==> src/sv/kvtcp_pkg.sv <==
// Shared widths and character constants for the key/value command parser.
`default_nettype none

package kvtcp_pkg;

  localparam int unsigned ChW  = 8;
  localparam int unsigned NumW = 16;
  localparam int unsigned CntW = 3;

  localparam logic [CntW-1:0] MaxDigits = 3'd5;

  localparam logic [ChW-1:0] CharNul   = 8'h00;
  localparam logic [ChW-1:0] CharTab   = 8'h09;
  localparam logic [ChW-1:0] CharCr    = 8'h0D;
  localparam logic [ChW-1:0] CharSpace = 8'h20;
  localparam logic [ChW-1:0] CharZero  = 8'h30;
  localparam logic [ChW-1:0] CharNine  = 8'h39;
  localparam logic [ChW-1:0] CharUpA   = 8'h41;
  localparam logic [ChW-1:0] CharUpZ   = 8'h5A;
  localparam logic [ChW-1:0] CharLoA   = 8'h61;
  localparam logic [ChW-1:0] CharLoZ   = 8'h7A;

endpackage

`default_nettype wire

==> src/sv/kvtcp_if.sv <==
// Valid/ready channel interfaces for characters in and parse results out.
`default_nettype none

interface kvtcp_in_if;
  logic                       valid;
  logic                       ready;
  logic [kvtcp_pkg::ChW-1:0]  ch;

  modport source (output valid, output ch, input ready);
  modport sink   (input valid, input ch, output ready);
endinterface

interface kvtcp_out_if;
  logic                        valid;
  logic                        ready;
  logic                        ok;
  logic [kvtcp_pkg::ChW-1:0]   key_first;
  logic [kvtcp_pkg::ChW-1:0]   key_second;
  logic [kvtcp_pkg::NumW-1:0]  number;

  modport source (output valid, output ok, output key_first, output key_second,
                  output number, input ready);
  modport sink   (input valid, input ok, input key_first, input key_second,
                  input number, output ready);
endinterface

`default_nettype wire

==> src/sv/key_value_threshold_command_parser_core.sv <==
// Key/value command line parser: one character per item, one result per line.
//
// Usage:
//   in_chan carries one character per item; a zero character ends the line.
//   out_chan carries one result per line: ok, two key letters and the value.
//   A valid line is optional spaces/tabs, two letters, one to five decimal
//   digits, then only spaces, tabs or carriage returns. On failure the key
//   and value fields are zero. The value wraps modulo 65536.
// Timing:
//   One character is taken every cycle while in_chan.ready is high. The result
//   appears on out_chan in the cycle after the end-of-line item is accepted.
//   The single result register holds a waiting result; in_chan.ready drops
//   only while that register is full and out_chan.ready is low, so a stalled
//   receiver blocks the next item until the result is taken.
// Reset:
//   rst_n is synchronous, active low; it returns the parser to the leading
//   whitespace phase and empties the result register.
`default_nettype none

module key_value_threshold_command_parser_core (
  input  wire logic   clk,
  input  wire logic   rst_n,
  kvtcp_in_if.sink    in_chan,
  kvtcp_out_if.source out_chan
);

  typedef enum logic [2:0] {
    PH_LEAD,
    PH_LET2,
    PH_DIG1,
    PH_DIGS,
    PH_TRAIL,
    PH_FAIL
  } phase_t;

  phase_t                          phase_r, phase_nxt;
  logic [kvtcp_pkg::ChW-1:0]       letter_one_r, letter_one_nxt;
  logic [kvtcp_pkg::ChW-1:0]       letter_two_r, letter_two_nxt;
  logic [kvtcp_pkg::NumW-1:0]      accum_r, accum_nxt;
  logic [kvtcp_pkg::CntW-1:0]      digits_r, digits_nxt;

  logic                            out_valid_r, out_valid_nxt;
  logic                            ok_r, ok_nxt;
  logic [kvtcp_pkg::ChW-1:0]       key_first_r, key_first_nxt;
  logic [kvtcp_pkg::ChW-1:0]       key_second_r, key_second_nxt;
  logic [kvtcp_pkg::NumW-1:0]      number_r, number_nxt;

  logic                            accept;
  logic                            is_letter, is_digit, is_blank, is_trail;
  logic [kvtcp_pkg::ChW-1:0]       ch;
  logic [kvtcp_pkg::NumW-1:0]      accum_step;
  logic                            line_ok;

  assign ch       = in_chan.ch;
  assign in_chan.ready = !out_valid_r || out_chan.ready;
  assign accept   = in_chan.valid && in_chan.ready;

  assign is_letter = ((ch >= kvtcp_pkg::CharUpA) && (ch <= kvtcp_pkg::CharUpZ)) ||
                     ((ch >= kvtcp_pkg::CharLoA) && (ch <= kvtcp_pkg::CharLoZ));
  assign is_digit  = (ch >= kvtcp_pkg::CharZero) && (ch <= kvtcp_pkg::CharNine);
  assign is_blank  = (ch == kvtcp_pkg::CharSpace) || (ch == kvtcp_pkg::CharTab);
  assign is_trail  = is_blank || (ch == kvtcp_pkg::CharCr);

  // accum * 10 + digit, modulo 2^16
  assign accum_step = {accum_r[kvtcp_pkg::NumW-4:0], 3'b000} +
                      {accum_r[kvtcp_pkg::NumW-2:0], 1'b0} +
                      {{(kvtcp_pkg::NumW-4){1'b0}}, ch[3:0]};

  assign line_ok = (phase_r == PH_DIGS) || (phase_r == PH_TRAIL);

  always_comb begin
    phase_nxt      = phase_r;
    letter_one_nxt = letter_one_r;
    letter_two_nxt = letter_two_r;
    accum_nxt      = accum_r;
    digits_nxt     = digits_r;
    out_valid_nxt  = out_valid_r && !out_chan.ready;
    ok_nxt         = ok_r;
    key_first_nxt  = key_first_r;
    key_second_nxt = key_second_r;
    number_nxt     = number_r;

    if (accept) begin
      if (ch == kvtcp_pkg::CharNul) begin
        out_valid_nxt  = 1'b1;
        ok_nxt         = line_ok;
        key_first_nxt  = line_ok ? letter_one_r : '0;
        key_second_nxt = line_ok ? letter_two_r : '0;
        number_nxt     = line_ok ? accum_r : '0;
        phase_nxt      = PH_LEAD;
        letter_one_nxt = '0;
        letter_two_nxt = '0;
        accum_nxt      = '0;
        digits_nxt     = '0;
      end else begin
        unique case (phase_r)
          PH_LEAD: begin
            if (is_letter) begin
              letter_one_nxt = ch;
              phase_nxt      = PH_LET2;
            end else if (!is_blank) begin
              phase_nxt = PH_FAIL;
            end
          end
          PH_LET2: begin
            if (is_letter) begin
              letter_two_nxt = ch;
              phase_nxt      = PH_DIG1;
            end else begin
              phase_nxt = PH_FAIL;
            end
          end
          PH_DIG1, PH_DIGS: begin
            if (is_digit) begin
              if (digits_r >= kvtcp_pkg::MaxDigits) begin
                digits_nxt = kvtcp_pkg::MaxDigits + 3'd1;
                phase_nxt  = PH_FAIL;
              end else begin
                digits_nxt = digits_r + 3'd1;
                accum_nxt  = accum_step;
                phase_nxt  = PH_DIGS;
              end
            end else if ((phase_r == PH_DIGS) && is_trail) begin
              phase_nxt = PH_TRAIL;
            end else begin
              phase_nxt = PH_FAIL;
            end
          end
          PH_TRAIL: begin
            if (!is_trail) begin
              phase_nxt = PH_FAIL;
            end
          end
          default: begin
            phase_nxt = PH_FAIL;
          end
        endcase
      end
    end
  end

  always_ff @(posedge clk) begin
    if (!rst_n) begin
      phase_r      <= PH_LEAD;
      letter_one_r <= '0;
      letter_two_r <= '0;
      accum_r      <= '0;
      digits_r     <= '0;
      out_valid_r  <= 1'b0;
    end else begin
      phase_r      <= phase_nxt;
      letter_one_r <= letter_one_nxt;
      letter_two_r <= letter_two_nxt;
      accum_r      <= accum_nxt;
      digits_r     <= digits_nxt;
      out_valid_r  <= out_valid_nxt;
    end
    ok_r         <= ok_nxt;
    key_first_r  <= key_first_nxt;
    key_second_r <= key_second_nxt;
    number_r     <= number_nxt;
  end

  assign out_chan.valid      = out_valid_r;
  assign out_chan.ok         = ok_r;
  assign out_chan.key_first  = key_first_r;
  assign out_chan.key_second = key_second_r;
  assign out_chan.number     = number_r;

`ifndef SYNTHESIS
  a_eol_gives_result: assert property (@(posedge clk) disable iff (!rst_n)
    (accept && (ch == kvtcp_pkg::CharNul)) |=> out_valid_r)
    else $error("end-of-line item did not load a result");

  a_no_spurious_result: assert property (@(posedge clk) disable iff (!rst_n)
    (accept && (ch != kvtcp_pkg::CharNul) && (!out_valid_r || out_chan.ready))
      |=> !out_valid_r)
    else $error("result appeared without an end-of-line item");

  a_fail_fields_zero: assert property (@(posedge clk) disable iff (!rst_n)
    (out_valid_r && !ok_r) |->
      ((key_first_r == '0) && (key_second_r == '0) && (number_r == '0)))
    else $error("failed line carries nonzero fields");

  a_ok_has_letters: assert property (@(posedge clk) disable iff (!rst_n)
    (out_valid_r && ok_r) |->
      ((key_first_r != '0) && (key_second_r != '0)))
    else $error("successful line without key letters");

  a_digit_count: assert property (@(posedge clk) disable iff (!rst_n)
    ((phase_r == PH_DIGS) || (phase_r == PH_TRAIL)) |->
      ((digits_r != '0) && (digits_r <= kvtcp_pkg::MaxDigits)))
    else $error("digit count out of range in a passing phase");
`endif

endmodule

`default_nettype wire
==> src/flat_wrapper.sv <==
// flat-port wrapper written by rule: the top's interface ports become plain ports
module key_value_threshold_command_parser_core_flat 
  (clk, rst_n, in_chan_valid, in_chan_ch, in_chan_ready, out_chan_valid, out_chan_ok, out_chan_key_first, out_chan_key_second, out_chan_number, out_chan_ready);
  kvtcp_in_if in_chan_i ();
  kvtcp_out_if out_chan_i ();
  input  wire logic clk;
  input  wire logic rst_n;
  input wire logic [$bits(in_chan_i.valid)-1:0] in_chan_valid;
  input wire logic [$bits(in_chan_i.ch)-1:0] in_chan_ch;
  output wire logic [$bits(in_chan_i.ready)-1:0] in_chan_ready;
  output wire logic [$bits(out_chan_i.valid)-1:0] out_chan_valid;
  output wire logic [$bits(out_chan_i.ok)-1:0] out_chan_ok;
  output wire logic [$bits(out_chan_i.key_first)-1:0] out_chan_key_first;
  output wire logic [$bits(out_chan_i.key_second)-1:0] out_chan_key_second;
  output wire logic [$bits(out_chan_i.number)-1:0] out_chan_number;
  input wire logic [$bits(out_chan_i.ready)-1:0] out_chan_ready;
  assign in_chan_i.valid = in_chan_valid;
  assign in_chan_i.ch = in_chan_ch;
  assign in_chan_ready = in_chan_i.ready;
  assign out_chan_valid = out_chan_i.valid;
  assign out_chan_ok = out_chan_i.ok;
  assign out_chan_key_first = out_chan_i.key_first;
  assign out_chan_key_second = out_chan_i.key_second;
  assign out_chan_number = out_chan_i.number;
  assign out_chan_i.ready = out_chan_ready;
  key_value_threshold_command_parser_core u_core (.clk(clk), .rst_n(rst_n), .in_chan(in_chan_i), .out_chan(out_chan_i));
endmodule
==> config.mk <==
export PLATFORM = sky130hd
export DESIGN_NAME = key_value_threshold_command_parser_core_flat
export DESIGN_NICKNAME = d
export VERILOG_FILES = /design/src/sv/kvtcp_pkg.sv /design/src/sv/kvtcp_if.sv /design/src/sv/key_value_threshold_command_parser_core.sv /design/src/flat_wrapper.sv
export SDC_FILE = /design/constraint.sdc
export NUM_CORES = 1
export LEC_CHECK = 0
export BUFFER_PORTS_ARGS = -buffer_cell sky130_fd_sc_hd__buf_2
export CAP_MARGIN = 20
export CORE_MARGIN = 2
export CORE_UTILIZATION = 45
export CTS_CLUSTER_DIAMETER = 100
export DETAILED_ROUTE_END_ITERATION = 12
export PLACE_DENSITY = 0.67
export SETUP_SLACK_MARGIN = 0.15
export SLEW_MARGIN = 30
export SYNTH_ARGS = -nofsm -noshare
export SYNTH_HDL_FRONTEND = slang
export SYNTH_SLANG_ARGS = --single-unit
==> constraint.sdc <==
create_clock -name clk -period 5.8 [get_ports clk]
set_input_delay 0.29 -clock clk [delete_from_list [all_inputs] [get_ports clk]]
set_output_delay 0.29 -clock clk [all_outputs]
set_load 0.01 [all_outputs]
==> results.md <==
- Routed Antenna Nets: 0
- Hold Path Class: input pin to register
- Number of max-cap violations: 0
- Lkg Pwr: 1.739 nW
- Worst path arrival time: 3.36 ns
- Post-Synthesis Cells: 353
- Fillers: 717
- Post-CTS Setup Repair Bufs: 0
- Avg Cell Area, Syn: a little over 10 µm²
- First-pass GRT wire length: 11.77 mm
- ANT cells: 0
- Synth warn: 0
- Max Freq: about 0.32 GHz
- Num CTS Buffers: 9
- Height of the die: 94.20 µm
- DPL Wire Length: 4.916 mm
- Fin Setup TNS: 0 ns
- Initial Util: 46.89%
- Normalized max-slew margin: 50.34%
- Worst hold slack: 0.1919 ns
- Status: finished clean
- 1st-iter DRT viols: 101
- Worst setup SP type: register
- CTS Hold Bufs: 0
- Vias in the first global route: approximately 2400
- CP endpoint kind: register
- Hold_sp: in_chan_ch[5]
- Die area: 8873 µm²
- Power per cell area: 229.0 nW/µm²
- R2R Setup Slk: 2.70 ns
- Worst Hold Path EP: u_core.letter_two_r[5]$_SDFFE_PN0P_
- CTS tree: yes
- Overall global routing resource usage: 17.29%
- Hold Path Depth: 3
- Buffers on Ports: 46
- DRC viols: 0
- Clock sink count: between 70 and 80
- Placed cells: 489
- Most frequent cells in the layout: nor2b_1, buf_2, dfxtp_1
- Hold Vio Cnt, Final: 0
- Netlist Area Pre-Place: about 3700 µm²
- Reg2reg start: u_core.accum_r[0]$_SDFFE_PN0P_
- Most common cell after layout, fill and taps aside: nor2b_1
- Vias per cell: slightly above 5
- Max VDD drop: 0.1097 mV
- Mapped Nets: 395
- Critical setup path kind: register to register
- I/O pin count: 47
- Final setup fails: 0
- CP max FO: 3
- Slew Limit Fails: 0
- Area delta synth->final: 13.06%
- Worst-path clk slew: 0.09 ns
- Initial antenna violation count: 0
- Main flop type after synthesis: dfxtp_1
- Minimum clock period: ~3.1 ns
- Clk buf depth: 2
- Detailed Route WL: around 7 mm
- Pin count of the biggest net entering global routing: 46
- Worst R2R Path Depth: 11
- Std cell rows: 32
- RSZ-0062 raised after global routing: false
- Async S/R FF share, synth: 0%
- GRT overflow: 0
- Seq/Total Area, Yosys: 48.39%
- Layout Nets: 440
- Clk_lat worst skew: around 0.36 ns
- Reg2reg end: u_core.accum_r[14]$_SDFFE_PN0P_
- Wire per inst: between 10 and 15 µm
- PostCTS Resize Cnt: 0
- Final period util: 53.48%
- H-tree depth: 3
- Final WS setup: 2.698 ns
- Netlist cell types: 52
- Routability-driven placement congestion ratio: ~0.87
- Least-Margin Pin Slew: 0.7449 ns
- Pre-antenna DRT Iters: 5
- Final std cells w/o fill: between 500 and 600
- Worst path required time: 6.05 ns
- Die W: between 90 and 100 µm
- Layout cells sized above 1: 18.36%
- Total power draw: 0.9478 mW
- EDFF count, synth: 33
- Clk root buf: clkbuf_8
- DR vias: 2576
- Total core area: approximately 7800 µm²
- Seq cells post-synth: 72
- Post-place setup slack: 2.560 ns
- Post-route clock skew: 0.01266 ns
report_power, final:
group,internal (mW),leakage [nW],total [mW],switching (mW)
Sequential,0.529,0.638,0.532,0.00295
Combinational,0.0143,1.01,0.0394,0.0251
Clock,0.163,0.0888,0.376,0.213
Total,0.707,1.74,0.948,0.241
worst max-delay path, stage by stage, from the launching register on:
cell,delay (ns)
dfxtp_1,0.36
inv_1,0.08
fa_1,0.50
inv_1,0.07
fa_1,0.45
a21o_1,0.19
a21o_1,0.21
a2111oi_2,0.42
nor4_1,0.11
or3_1,0.37
mux2i_1,0.15
o2bb2ai_1,0.08
state kept, by name, indices dropped and copies added (netlist names):
signal	flops
u_core.accum_r	16
u_core.digits_r	3
u_core.letter_one_r	8
u_core.letter_two_r	8
u_core.out_chan.key_first	8
u_core.out_chan.key_second	8
u_core.out_chan.number	16
u_core.out_chan.ok	1
u_core.out_chan.valid	1
u_core.phase_r	3
per-layer routing:
| metal | wire length (µm) | global-route usage [%] | part of all wire, % |
|---|---|---|---|
| met3 | 297 | 4.655 | 4.3 |
| met5 | 0 | 0 | 0 |
| met2 | 3011 | 25.06 | 43 |
| met1 | 3535 | 24.18 | 51 |
| met4 | 113 | 7.488 | 1.6 |
synth_stat cells, drive strengths merged, types with 3 or more instances:
| master | number | area (µm²) |
|---|---|---|
| mux2i | 6 | 60.06 |
| or3 | 3 | 23.77 |
| edfxtp | 33 | 991.0 |
| nand2 | 22 | 85.09 |
| clkbuf | 6 | 22.52 |
| buf | 8 | 63.80 |
| a22oi | 6 | 45.04 |
| a21oi | 15 | 78.83 |
| and3 | 3 | 18.77 |
| a21boi | 7 | 52.55 |
| ha | 28 | 350.3 |
| dfxtp | 39 | 780.8 |
| o21ai | 17 | 85.08 |
| inv | 13 | 48.80 |
| a21o | 5 | 37.54 |
| nor2 | 25 | 110.1 |
| a31oi | 3 | 18.77 |
| xor2 | 6 | 52.55 |
| xnor2 | 6 | 52.55 |
| nor3 | 6 | 30.03 |
| nand3 | 20 | 100.1 |
| nor2b | 47 | 294.0 |
through the flow:
stage | cell area, µm² | util, %
floorplan | 3661 | -
global placement | 3951 | 50.61
detailed placement | 3954 | 50.64
CTS | 4139 | 53.01
global route | 4139 | 53.01
finish | 4139 | 53.01
logic make-up (layout without fill, tap and decap cells):
| group | count (synthesis) | count (layout) | share of synthesized area [%] |
|---|---|---|---|
| simple gates | 140 | 140 | 20.88 |
| flops | 72 | 72 | 48.39 |
| compound gates | 66 | 66 | 11.86 |
| fa+ha+maj | 30 | 30 | 10.66 |
| buf+inv | 27 | 77 | 3.691 |
| xor+xnor | 12 | 12 | 2.871 |
| mux | 6 | 6 | 1.641 |
how the worst max path moves through the flow:
stage                                         startpoint                         endpoint  slack (ns)  depth (start not counted)
after global placement                     in_chan_ch[3]  u_core.accum_r[14]$_SDFFE_PN0P_        2.60                         12
after detailed placement                   in_chan_ch[3]  u_core.accum_r[14]$_SDFFE_PN0P_        2.56                         12
after global routing      u_core.accum_r[0]$_SDFFE_PN0P_  u_core.accum_r[14]$_SDFFE_PN0P_        2.55                         11
after CTS                 u_core.accum_r[0]$_SDFFE_PN0P_  u_core.accum_r[14]$_SDFFE_PN0P_        2.68                         11
after floorplan           u_core.accum_r[0]$_SDFFE_PN0P_  u_core.accum_r[14]$_SDFFE_PN0P_        2.85                         11
final                     u_core.accum_r[0]$_SDFFE_PN0P_  u_core.accum_r[14]$_SDFFE_PN0P_        2.70                         11
final cells by class:
type | instances | area (µm²) | area share (%)
Sequential cell | 72 | 1772 | 42.81
Clock buffer | 9 | 123.9 | 2.993
Inverter | 13 | 48.80 | 1.179
Tap cell | 102 | 127.6 | 3.083
Timing Repair Buffer | 48 | 245.2 | 5.925
Multi-Input combinational cell | 254 | 1760 | 42.53
Clock inverter | 7 | 61.31 | 1.481
(Power assumes the default switching activity.)
